[config.mk]
export PLATFORM = sky130hd
export DESIGN_NAME = epie_out
export DESIGN_NICKNAME = d
export VERILOG_FILES = /design/src/hw/rtl/epie_pkg.sv /design/src/hw/rtl/epie_out.sv
export SDC_FILE = /design/constraint.sdc
export NUM_CORES = 1
export LEC_CHECK = 0
export BUFFER_PORTS_ARGS = -buffer_cell sky130_fd_sc_hd__buf_2
export CORE_ASPECT_RATIO = 1.4
export CORE_MARGIN = 2
export CORE_UTILIZATION = 46
export DETAILED_ROUTE_END_ITERATION = 10
export PLACE_DENSITY = 0.81
export SLEW_MARGIN = 20
export SYNTH_ARGS = -nofsm -noshare
export SYNTH_HDL_FRONTEND = slang
export SYNTH_SLANG_ARGS = --single-unit
[constraint.sdc]
create_clock -name clk -period 4.52 [get_ports clk]
set_clock_uncertainty 0.05 [all_clocks]
set_input_delay 0.226 -clock clk [delete_from_list [all_inputs] [get_ports clk]]
set_output_delay 0.226 -clock clk [all_outputs]
set_load 0.005 [all_outputs]
[src/hw/rtl/epie_pkg.sv]
// Shared types, constants and lookup functions for the edge pattern index encoder.
package epie_pkg;

  localparam int NUM_POS     = 12;
  localparam int NUM_TRACKED = 6;
  localparam int ID_W        = 4;
  localparam int IDS_W       = NUM_POS * ID_W;
  localparam int FLIP_W      = 6;
  localparam int CNT_W       = 4;
  localparam int COMB_W      = 10;
  localparam int LEHMER_W    = 10;
  localparam int BASE_W      = 20;
  localparam int KEY_W       = 26;

  localparam logic [ID_W-1:0]   TRACK_MIN  = 4'd6;
  localparam logic [CNT_W-1:0]  CNT_FULL   = 4'd6;
  localparam logic [BASE_W-1:0] PERM_SPACE = 20'd720;

  // Item state carried from cell to cell
  typedef struct packed {
    logic [IDS_W-1:0]                ids;     // unconsumed identities, next one in low nibble
    logic [FLIP_W-1:0]               flips;
    logic [CNT_W-1:0]                cnt;     // tracked edges seen so far
    logic [COMB_W-1:0]               comb;    // combination rank so far
    logic [LEHMER_W-1:0]             lehmer;  // Lehmer rank so far
    logic [NUM_TRACKED-1:0][ID_W-1:0] perm;   // tracked identities less six, in order
  } item_t;

  // C(n, r) for n 0..12, r 0..5; zero where r > n
  function automatic logic [COMB_W-1:0] binom(input logic [3:0] n, input logic [2:0] r);
    logic [5:0][COMB_W-1:0] row;
    row = '0;
    unique case (n)
      4'd0:  row = {10'd0,   10'd0,   10'd0,   10'd0,   10'd0,  10'd1};
      4'd1:  row = {10'd0,   10'd0,   10'd0,   10'd0,   10'd1,  10'd1};
      4'd2:  row = {10'd0,   10'd0,   10'd0,   10'd1,   10'd2,  10'd1};
      4'd3:  row = {10'd0,   10'd0,   10'd1,   10'd3,   10'd3,  10'd1};
      4'd4:  row = {10'd0,   10'd1,   10'd4,   10'd6,   10'd4,  10'd1};
      4'd5:  row = {10'd1,   10'd5,   10'd10,  10'd10,  10'd5,  10'd1};
      4'd6:  row = {10'd6,   10'd15,  10'd20,  10'd15,  10'd6,  10'd1};
      4'd7:  row = {10'd21,  10'd35,  10'd35,  10'd21,  10'd7,  10'd1};
      4'd8:  row = {10'd56,  10'd70,  10'd56,  10'd28,  10'd8,  10'd1};
      4'd9:  row = {10'd126, 10'd126, 10'd84,  10'd36,  10'd9,  10'd1};
      4'd10: row = {10'd252, 10'd210, 10'd120, 10'd45,  10'd10, 10'd1};
      4'd11: row = {10'd462, 10'd330, 10'd165, 10'd55,  10'd11, 10'd1};
      4'd12: row = {10'd792, 10'd495, 10'd220, 10'd66,  10'd12, 10'd1};
      default: row = '0;
    endcase
    if (r <= 3'd5) begin
      binom = row[r];
    end else begin
      binom = '0;
    end
  endfunction

  // k! for k 0..5
  function automatic logic [6:0] fact(input logic [2:0] k);
    unique case (k)
      3'd0:    fact = 7'd1;
      3'd1:    fact = 7'd1;
      3'd2:    fact = 7'd2;
      3'd3:    fact = 7'd6;
      3'd4:    fact = 7'd24;
      3'd5:    fact = 7'd120;
      default: fact = 7'd0;
    endcase
  endfunction

endpackage

[src/hw/rtl/epie_out.sv]
// Output stage: combines both ranks with the flip bits into the key, registered.
module epie_out (
  input  logic                         clk,
  input  logic                         rst_n,
  input  logic                         up_valid,
  input  epie_pkg::item_t              up_item,
  output logic                         take_up,
  output logic                         out_valid,
  input  logic                         out_ready,
  output logic [epie_pkg::KEY_W-1:0]   out_key,
  output logic                         out_invalid
);

  logic                             valid_r;
  logic [epie_pkg::KEY_W-1:0]       key_r;
  logic                             invalid_r;
  logic [epie_pkg::KEY_W-1:0]       key_nxt;
  logic                             invalid_nxt;
  logic [epie_pkg::BASE_W-1:0]      base;
  logic [epie_pkg::FLIP_W-1:0]      flip_rev;

  assign take_up = !valid_r || out_ready;

  assign base = epie_pkg::BASE_W'(up_item.comb) * epie_pkg::PERM_SPACE
              + epie_pkg::BASE_W'(up_item.lehmer);

  // flip bit 0 lands in the top flip bit of the key; the bit order is reversed
  always_comb begin
    for (int k = 0; k < epie_pkg::FLIP_W; k++) begin
      flip_rev[epie_pkg::FLIP_W-1-k] = up_item.flips[k];
    end
  end

  always_comb begin
    invalid_nxt = (up_item.cnt != epie_pkg::CNT_FULL);
    key_nxt     = invalid_nxt ? '0 : {base, flip_rev};
  end

  always_ff @(posedge clk) begin
    if (!rst_n) begin
      valid_r <= 1'b0;
    end else if (take_up) begin
      valid_r <= up_valid;
    end
  end

  always_ff @(posedge clk) begin
    if (take_up) begin
      key_r     <= key_nxt;
      invalid_r <= invalid_nxt;
    end
  end

  assign out_valid   = valid_r;
  assign out_key     = key_r;
  assign out_invalid = invalid_r;

endmodule

==> impl_metrics.ini <==
[outcome]
status = finished clean

[synthesis]
post-synth-top-count-cell = inv_1
synth_cell_type_count = 44
ys_warn_count = 0
synth-compound-area-share_pct = 13.2
muxShareOfSynthArea_pct = 0.763
synth_xor_area_share_pct = 5.01
yosys.area.top_type = edfxtp_1
synth_area_sq_um = 2620
synthAdderAreaFrac_pct = 27.3
synthCells = 269
yosys.area_share.simple_pct = 15.0
syn-num-nets = 425
yosysTopAreaCellShare_pct = 30.9
synth_ff_type = edfxtp_1
synth_edf_count = 27
synth-async-reset-ratio_pct = 0
synth-seq-cells = 28
ys_seq_area_share_pct = 31.7
syn_area_per_cell_sq_um = 9.75
synth_top_family_by_area = adder cells
synthTopCellsByArea = edfxtp_1, ha_1, fa_1
synth.top_cells.by_count = inv_1, ha_1, edfxtp_1

[die]
die_area_sq_um = 6330
die_x_um = 67.8
pin_count = 135
initial_core_util_pct = 47.5
fp-row-count = 32
die_height_um = 93.3
coreArea_sq_um = 5530

[pwr]
power.leakage_uw = 0.00159
peakVddDrop_v = 0.000154
powerDensity_nw_per_um2 = 379
power_uw = 1170

[setup_path]
cpPeakStageDelay_ps = 580
cp_max_fo = 4
cp.required_ps = 4480
slowest_stage = a2111oi_0
critical_path_class = in2reg
cp_data_arrival_time_ps = 3880
endpoint_kind = flip-flop
start_kind = primary input
path_cells = buf_2, ha_1, ha_1, inv_1, fa_1, inv_1, ha_1, inv_1, fa_1, nor2b_1, o21ai_0, a211oi_1, nand4_1, a2111oi_0, xnor2_1, nor2_1

[worst_hold_path]
hp-class = in2reg

[final_layout]
fin_area_sq_um = 3080
area_delta_synth_final_pct = 17.3
finish.net_count = 492
layout-drive-gt1-share_pct = 23.0
antenna_cells = 0

[clock_tree]
cts_sinks = 28
htreeDepth = 1
cts_hold_buf = 0
path_clk_slew_ps = 80
cts_setup_buffers = 0
clock_path_buffers = 2
cts_tree = yes
cts-resized-gates = 0
clk_latency_ps = 260
cts_root_buf = clkbuf_8
numCtsBuffers = 3

[placement]
place_area_sq_um = 3030
place_hpwl_um = 4020
gp_congestion = 0.853
io_buffer_count = 62

[detailed_routing]
ant_nets = 0
wl_um = 4630
drt_iter0_drc = 100
routedWlPerCell_um = 11.5
vias_per_cell = 5.06
routed-via-count = 2038
first_pass_iters = 4
route.detailed.drc = 0

[timing]
setup-tns-final_ps = 0
rsz0062_at_grt = false
fin_crit_sh_pct = 86.9
period_minus_slack_ps = 3930
hold_slack_ps = 148
setup_viol = 0
drv_slew = 0
clock.fmax_mhz = 255
relSlewSlack_pct = 62.9
tightest_slew_ps = 543
hold_viol_final = 0

[grt]
antenna_found_initial = 0
grt_max_degree = 30
grt_pass1_vias = 1904
grt_use_total_pct = 15.4
grt_pass1_wl_um = 7730
grt-ovfl-total = 0

[flow_run]
maxCapViolCount = 0
## kinds of logic (layout without fill, tap and decap cells)
| logic type | Yosys count | after routing |
|---|---|---|
| muxes | 2 | 2 |
| and+or+nand+nor | 73 | 73 |
| DFF | 28 | 28 |
| AOI/OAI and AO/OA | 52 | 52 |
| adders and majority gates | 50 | 50 |
| buffers and inverters | 49 | 115 |
| xor gates and xnor gates | 15 | 15 |
## through the flow
stage | util (%) | setup slack, ps | instances
after CTS | 55.7 | 599 | 403
after global placement | 54.9 | 386 | 399
after floorplan | - | 734 | 269
after global routing | 55.7 | 193 | 403
after detailed placement | 54.9 | 312 | 399
final | 55.7 | 593 | 403
## cells in the final DEF (no fill, tap or decap), types with 4 or more instances in the layout
cell / count
a21o_1: 5
a21oi_1: 16
and2_1: 14
buf_2: 62
edfxtp_1: 27
fa_1: 12
ha_1: 38
inv_1: 47
nand2_1: 9
nand2b_1: 4
nor2_1: 16
nor2b_1: 4
nor3_1: 8
o21ai_0: 9
xnor2_1: 11
xor2_1: 4
## registers in the layout (all words and copies together), names as in the netlist
register / cells
out_invalid: 1
out_key: 26
out_valid: 1
## critical path: cells and delay by family
kind                       cells  cell delay [ps]
adders and majority gates      5             1630
AOI/OAI and AO/OA              3             1060
and+or+nand+nor                3              510
buffers and inverters          4              290
xor gates and xnor gates       1              180
## per-layer routing
| metal | track usage [%] | vias to the layer above | wire length (um) |
|---|---|---|---|
| met5 | 0 | - | 0 |
| met4 | 6.00 | 0 | 85 |
| met3 | 0.481 | 6 | 180 |
| met2 | 29.3 | 49 | 2470 |
| met1 | 17.5 | 919 | 1890 |
| li1 | - | 1064 | - |
## final timing paths
check                    from     endpoint  slack [ps]  depth (start not counted)
setup / recovery  up_item[36]  out_key[22]         590                         16
hold / removal       up_valid    out_valid         150                          3
setup reg to reg    out_valid  out_key[10]        3440                          2
hold reg to reg     out_valid   out_key[5]         770                          2
## report_power, final
| group | switching (uW) | internal (uW) | leakage (uW) | total (uW) |
|---|---|---|---|---|
| logic | 402 | 325 | 0.00125 | 727 |
| registers | 4.04 | 305 | 0.000317 | 309 |
| clock network | 67.2 | 62.9 | 0.0000228 | 130 |
## layout make-up
type                       instances  area [sq um]
timing repair buffer              64           325
multi-input combinational        192          1610
fill                             500          2450
sequential                        28           831
clock buffer                       4          45.0
inverter                          47           176
tap                               68          85.1
(Power assumes the default switching activity.)
