===== src/hw/rtl/epie_pkg.sv =====
// Shared types, constants and lookup functions for the edge pattern index encoder.
package epie_pkg;

  localparam int NUM_POS     = 12;
  localparam int NUM_TRACKED = 6;
  localparam int ID_W        = 4;
  localparam int IDS_W       = NUM_POS * ID_W;
  localparam int FLIP_W      = 6;
  localparam int CNT_W       = 4;
  localparam int COMB_W      = 10;
  localparam int LEHMER_W    = 10;
  localparam int BASE_W      = 20;
  localparam int KEY_W       = 26;

  localparam logic [ID_W-1:0]   TRACK_MIN  = 4'd6;
  localparam logic [CNT_W-1:0]  CNT_FULL   = 4'd6;
  localparam logic [BASE_W-1:0] PERM_SPACE = 20'd720;

  // Item state carried from cell to cell
  typedef struct packed {
    logic [IDS_W-1:0]                ids;     // unconsumed identities, next one in low nibble
    logic [FLIP_W-1:0]               flips;
    logic [CNT_W-1:0]                cnt;     // tracked edges seen so far
    logic [COMB_W-1:0]               comb;    // combination rank so far
    logic [LEHMER_W-1:0]             lehmer;  // Lehmer rank so far
    logic [NUM_TRACKED-1:0][ID_W-1:0] perm;   // tracked identities less six, in order
  } item_t;

  // C(n, r) for n 0..12, r 0..5; zero where r > n
  function automatic logic [COMB_W-1:0] binom(input logic [3:0] n, input logic [2:0] r);
    logic [5:0][COMB_W-1:0] row;
    row = '0;
    unique case (n)
      4'd0:  row = {10'd0,   10'd0,   10'd0,   10'd0,   10'd0,  10'd1};
      4'd1:  row = {10'd0,   10'd0,   10'd0,   10'd0,   10'd1,  10'd1};
      4'd2:  row = {10'd0,   10'd0,   10'd0,   10'd1,   10'd2,  10'd1};
      4'd3:  row = {10'd0,   10'd0,   10'd1,   10'd3,   10'd3,  10'd1};
      4'd4:  row = {10'd0,   10'd1,   10'd4,   10'd6,   10'd4,  10'd1};
      4'd5:  row = {10'd1,   10'd5,   10'd10,  10'd10,  10'd5,  10'd1};
      4'd6:  row = {10'd6,   10'd15,  10'd20,  10'd15,  10'd6,  10'd1};
      4'd7:  row = {10'd21,  10'd35,  10'd35,  10'd21,  10'd7,  10'd1};
      4'd8:  row = {10'd56,  10'd70,  10'd56,  10'd28,  10'd8,  10'd1};
      4'd9:  row = {10'd126, 10'd126, 10'd84,  10'd36,  10'd9,  10'd1};
      4'd10: row = {10'd252, 10'd210, 10'd120, 10'd45,  10'd10, 10'd1};
      4'd11: row = {10'd462, 10'd330, 10'd165, 10'd55,  10'd11, 10'd1};
      4'd12: row = {10'd792, 10'd495, 10'd220, 10'd66,  10'd12, 10'd1};
      default: row = '0;
    endcase
    if (r <= 3'd5) begin
      binom = row[r];
    end else begin
      binom = '0;
    end
  endfunction

  // k! for k 0..5
  function automatic logic [6:0] fact(input logic [2:0] k);
    unique case (k)
      3'd0:    fact = 7'd1;
      3'd1:    fact = 7'd1;
      3'd2:    fact = 7'd2;
      3'd3:    fact = 7'd6;
      3'd4:    fact = 7'd24;
      3'd5:    fact = 7'd120;
      default: fact = 7'd0;
    endcase
  endfunction

endpackage


===== src/hw/rtl/epie_cell.sv =====
// One position cell: consumes one edge identity and updates the running ranks.
module epie_cell (
  input  logic                 clk,
  input  logic                 rst_n,
  input  logic [3:0]           pos_i,
  input  logic                 up_valid,
  input  epie_pkg::item_t      up_item,
  output logic                 take_up,
  input  logic                 take_dn,
  output logic                 dn_valid,
  output epie_pkg::item_t      dn_item
);

  logic                  valid_r;
  epie_pkg::item_t       item_r;
  epie_pkg::item_t       item_nxt;
  logic [3:0]            id;
  logic [3:0]            idn;
  logic                  tracked;
  logic                  room;
  logic [3:0]            n_sel;
  logic [2:0]            r_sel;
  logic [epie_pkg::LEHMER_W-1:0] lh_add;

  assign take_up = !valid_r || take_dn;

  assign id      = up_item.ids[epie_pkg::ID_W-1:0];
  assign idn     = id - epie_pkg::TRACK_MIN;
  assign tracked = (id >= epie_pkg::TRACK_MIN);
  assign room    = (up_item.cnt < epie_pkg::CNT_FULL);
  assign n_sel   = 4'(epie_pkg::NUM_POS - 1) - pos_i;
  assign r_sel   = 3'(epie_pkg::CNT_FULL - 4'd1 - up_item.cnt);

  // weight of every earlier tracked identity greater than this one
  always_comb begin
    lh_add = '0;
    for (int k = 0; k < epie_pkg::NUM_TRACKED; k++) begin
      if ((4'(k) < up_item.cnt) && (up_item.perm[k] > idn)) begin
        lh_add = lh_add
               + epie_pkg::LEHMER_W'(epie_pkg::fact(3'(epie_pkg::NUM_TRACKED - 1 - k)));
      end
    end
  end

  always_comb begin
    item_nxt     = up_item;
    item_nxt.ids = {{epie_pkg::ID_W{1'b0}}, up_item.ids[epie_pkg::IDS_W-1:epie_pkg::ID_W]};
    if (tracked) begin
      item_nxt.cnt = up_item.cnt + 4'd1;
      if (room) begin
        item_nxt.lehmer = up_item.lehmer + lh_add;
        for (int k = 0; k < epie_pkg::NUM_TRACKED; k++) begin
          if (4'(k) == up_item.cnt) begin
            item_nxt.perm[k] = idn;
          end
        end
      end
    end else if (room) begin
      item_nxt.comb = up_item.comb + epie_pkg::binom(n_sel, r_sel);
    end
  end

  always_ff @(posedge clk) begin
    if (!rst_n) begin
      valid_r <= 1'b0;
    end else if (take_up) begin
      valid_r <= up_valid;
    end
  end

  always_ff @(posedge clk) begin
    if (take_up) begin
      item_r <= item_nxt;
    end
  end

  assign dn_valid = valid_r;
  assign dn_item  = item_r;

endmodule


===== config.mk =====
export PLATFORM = sky130hd
export DESIGN_NAME = epie_cell
export DESIGN_NICKNAME = d
export VERILOG_FILES = /design/src/hw/rtl/epie_pkg.sv /design/src/hw/rtl/epie_cell.sv
export SDC_FILE = /design/constraint.sdc
export NUM_CORES = 1
export LEC_CHECK = 0
export BUFFER_PORTS_ARGS = -buffer_cell sky130_fd_sc_hd__clkbuf_2
export CORE_ASPECT_RATIO = 0.6
export CORE_UTILIZATION = 51
export CTS_CLUSTER_SIZE = 10
export DETAILED_ROUTE_END_ITERATION = 8
export GPL_ROUTABILITY_DRIVEN = 0
export PLACE_DENSITY_LB_ADDON = 0.25
export REMOVE_ABC_BUFFERS = 1
export SLEW_MARGIN = 20
export SYNTH_ARGS = -nofsm -noshare
export SYNTH_HDL_FRONTEND = slang
export SYNTH_SLANG_ARGS = --single-unit
export TNS_END_PERCENT = 50

===== constraint.sdc =====
create_clock -name clk -period 6.4 [get_ports clk]
set_input_delay 0.96 -clock clk [delete_from_list [all_inputs] [get_ports clk]]
set_output_delay 0.96 -clock clk [all_outputs]
set_load 0.01 [all_outputs]

==> results summary <==
The area growth from synthesis to final layout came out at 25.0%. The combinational family with the most area after synthesis is compound AO/OA/AOI/OAI gates. In this run the number of H-tree levels came out at 3.

The area fraction in compound gates after synthesis came out at 0.159. between 200 and 250 I/O pins were placed. Summed over all nets, the half-perimeter wirelength after detailed placement is 12,200 µm.

The number of hold violations in the final report is 0. The mean post-synth cell area is 10.8 µm². The total standard cell area after synthesis came out at roughly 0.0060 mm². Of the total synthesized cell area, the portion taken by full adders, half adders and majority gates is 0.132. The number of antenna violations at the first check in global routing came out at 0. Along the worst hold path, the cell count comes to 1. The startpoint identified for the worst register-to-register timing path is dn_valid.

The initial core utilization came out at 0.529. The setup slack of the most critical reg-to-reg path is 4.57 ns. The number of clock buffers inserted by TritonCTS came out at 9. The hold buffer count at cts came out at 0. The number of global-route vias before repair came out at around 5,000. In this run the horizontal extent of the chip is around 140 µm.

The number of buffer cells added on primary ports is about 210. The count of clock tree sinks came out at between 90 and 100. Of the total synthesized cell area, the portion taken by AND, OR, NAND and NOR gates is 0.109. For this run, the number of Yosys warnings is 0. The run finished with clean final reports. Global routing finished with a remaining overflow of 0. Dividing the detail-routed wire length by the instance count gives between 15 and 20 µm. Based on the critical path, the design can be clocked at up to around 180 MHz. The core region is 0.0114 mm². The leakage power total came out at 3.47 nW. The clock latency on the worst-skew pair is between 0.3 and 0.4 ns. The final period utilization is 0.851. The area of the die is about 0.012 mm². The setup slack after placement is around 0.7 ns. The routed via count is between 5,000 and 6,000.

The overall die height is around 86 µm. Following the worst setup path forward leads to its endpoint at dn_item[33]. The fraction of post-synthesis cell area in the top cell type by area came out at 0.487. The number of nets in the layout is 936.

By startpoint and endpoint, the worst setup path is classified as input pin to flip-flop. The initialized floorplan defines 30 standard-cell rows. Setup violations remaining at the end of the flow were counted as 0. The length of the first detailed-routing pass in iterations is 5. The number of setup buffers added after CTS came out at 0. The count of final max-slew check failures was 0. Once placement finished, the instance area stood at about 0.0072 mm².

The maximum fanout along the worst path is 6. In this run, synthesis produced a sequential element count of 99. The portion of the post-synthesis area used by sequential elements is 0.490. In the routed layout, each cell is associated on average with a via count of ~5.5. In this run the clock root is driven by a clkbuf_16. STA classifies the critical path endpoint as a flip-flop. The flip-flop cell with the highest count after synthesis is edfxtp_1.

The number of synthesized flops with an enable pin is slightly below 100. Summing all multi-input logic gate instances after layout gives roughly 0.0029 mm². Setup repair after global routing left no endpoint under its margin. In the final timing run, aggregate negative setup slack is 0 ns. The final clock skew came out at approximately 0.0075 ns. The synthesized-area fraction occupied by xor and xnor cells is 0.0447. For this design the ratio of total power to cell area is between 200 and 250 mW/mm². The remaining design rule violation count is 0. The required arrival time at the worst endpoint is roughly 6.5 ns.

The filler cells instantiated in the layout total approximately 930. The slew at the pin closest to its max-slew limit came out at roughly 0.93 ns. The data arrival time of the critical path came out at 5.53 ns. TritonCTS built the clock tree. The proportion of synthesized flip-flops having asynchronous set or reset is 0.

Summed over all layers, the routed wires come to between 15,000 and 20,000 µm. The clock slew at the register clock pins of the worst setup and hold paths is approximately 0.070 ns. Across the VDD grid, the largest voltage drop is between 0.00015 and 0.0002 V. The number of cells traversed by the worst register-to-register path came out at 2. After technology mapping, the gate count stands at 557. The count of max-cap constraint violations is 0. In the final layout, flip-flops and latches occupy slightly below 0.003 mm². The wire length of the first global-routing pass came out at roughly 25,000 µm.

The post-route antenna net violation count is 0. Across every metal layer, demand over resource in global routing totals 0.261. In the post-synthesis netlist, the biggest area contributors are edfxtp_1 49%, ha_1 12%, o21ai_0 4.6%. Synthesis instantiated 60 different standard cells from the library.

The endpoint identified for the worst register-to-register timing path is dn_item[43]. The dominant cell type by area after synthesis is edfxtp_1. The share of synthesized area spent on multiplexers came out at 0.0234. The most critical setup path has its startpoint at up_item[55]. Overall power consumption after layout is estimated at around 0.0019 W. The worst setup path is launched from an input pin. The path type of the worst min-delay path is input pin to flip-flop.

The relative max-transition margin came out at 0.377. The repair_antennas step left the layout with diodes totalling 0. The time the worst path needs with I/O delays and setup is between 5 and 6 ns. Entering global routing, the biggest net connects 76 pins.

The fraction of layout cells with a size suffix above 1 is 0.323. The first routing iteration left between 500 and 600 violations. The largest buffer count on any clock path is 2.

The post-cts resize count is 0. The final non-filler cell area is between 0.007 and 0.008 mm². The worst setup margin is around 0.95 ns.
==> through the flow <==
| step | std cells | utilization | hold WS [ns] |
|---|---|---|---|
| floorplan | 540 | - | 1.06 |
| global placement | 914 | 0.635 | 0.785 |
| detailed placement | 914 | 0.635 | 0.819 |
| CTS | 930 | 0.662 | 0.784 |
| global route | 930 | 0.662 | 0.777 |
| finish | 930 | 0.662 | 0.789 |
==> power by group <==
group	internal, W	switching (W)
Clock	0.000310	0.000254
Sequential	0.000778	0.0000156
Combinational	0.000219	0.000303
Total	0.00131	0.000572
==> per-layer routing <==
metal | share of wire | global-route usage | wire (µm)
met4 | 0.026 | 0.0890 | 404
met1 | 0.43 | 0.338 | 6830
met5 | 0 | 0 | 0
met2 | 0.44 | 0.418 | 6920
met3 | 0.099 | 0.0812 | 1560
==> registers in the layout (all words and copies together), names as in the netlist <==
name and count:
dn_item 98, dn_valid 1
==> cell type report <==
cell class / count / share of cell area
Timing Repair Buffer: 214 / 0.143
Multi-Input combinational cell: 402 / 0.378
Clock inverter: 7 / 0.0108
Tap cell: 160 / 0.0265
Sequential cell: 99 / 0.392
Inverter: 39 / 0.0194
Clock buffer: 9 / 0.0298
==> how the worst min path moves through the flow <==
stage | from | end | slack [ns]
floorplan | up_item[48] | dn_item[48] | 1.06
global placement | dn_valid | dn_valid | 0.78
detailed placement | dn_valid | dn_valid | 0.82
CTS | up_item[85] | dn_item[81] | 0.78
global route | up_item[88] | dn_item[84] | 0.78
finish | up_item[69] | dn_item[65] | 0.79
==> placed cells by master, fill, tap and decap left out, types with 13 or more instances in the layout <==
cell / instances
a21oi_1: 24
inv_1: 36
nand3_1: 16
nor2b_1: 13
clkbuf_2: 209
edfxtp_1: 98
xnor2_1: 20
nand2_1: 59
o21ai_0: 55
ha_1: 58
nor2_1: 26
==> logic make-up after synthesis <==
kind of cell             after synthesis
AO/OA/AOI/OAI                        150
XOR/XNOR                              30
adder cells (fa/ha/maj)               62
buffers and inverters                 59
flip-flops                            99
multiplexers                          13
other                                  1
AND/OR/NAND/NOR                      143
==> cells in the mapped netlist (3+ instances only) <==
library cell	number
edfxtp_1	98
nand2_1	59
ha_1	58
o21ai_0	55
inv_1	36
nor2_1	26
a21oi_1	24
xnor2_1	20
nand3_1	16
nor2b_1	13
clkbuf_1	10
mux2_2	9
nor3_1	9
xor2_1	9
a21o_1	8
a31oi_1	8
o21bai_1	5
o221ai_1	5
o22ai_1	5
a2111oi_0	4
a211oi_1	4
buf_4	4
mux2i_1	4
nand4_1	4
o21a_1	4
o31ai_1	4
a21boi_0	3
a221oi_1	3
and2_1	3
and3_1	3
buf_1	3
fa_1	3
or2_2	3
==> critical path, stage by stage <==
cell       delay [ns]
clkbuf_2         0.12
ha_1             0.21
xor2_1           0.43
ha_1             0.34
and3_1           0.19
a221oi_1         0.43
inv_1            0.16
fa_1             0.57
nor2b_1          0.15
mux2i_1          0.12
or3_4            0.41
xnor2_1          0.14
ha_1             0.22
a2111oi_0        0.51
o21ai_0          0.26
a31oi_1          0.22
o41ai_1          0.09
No activity file was read; power rests on OpenSTA's default activity.
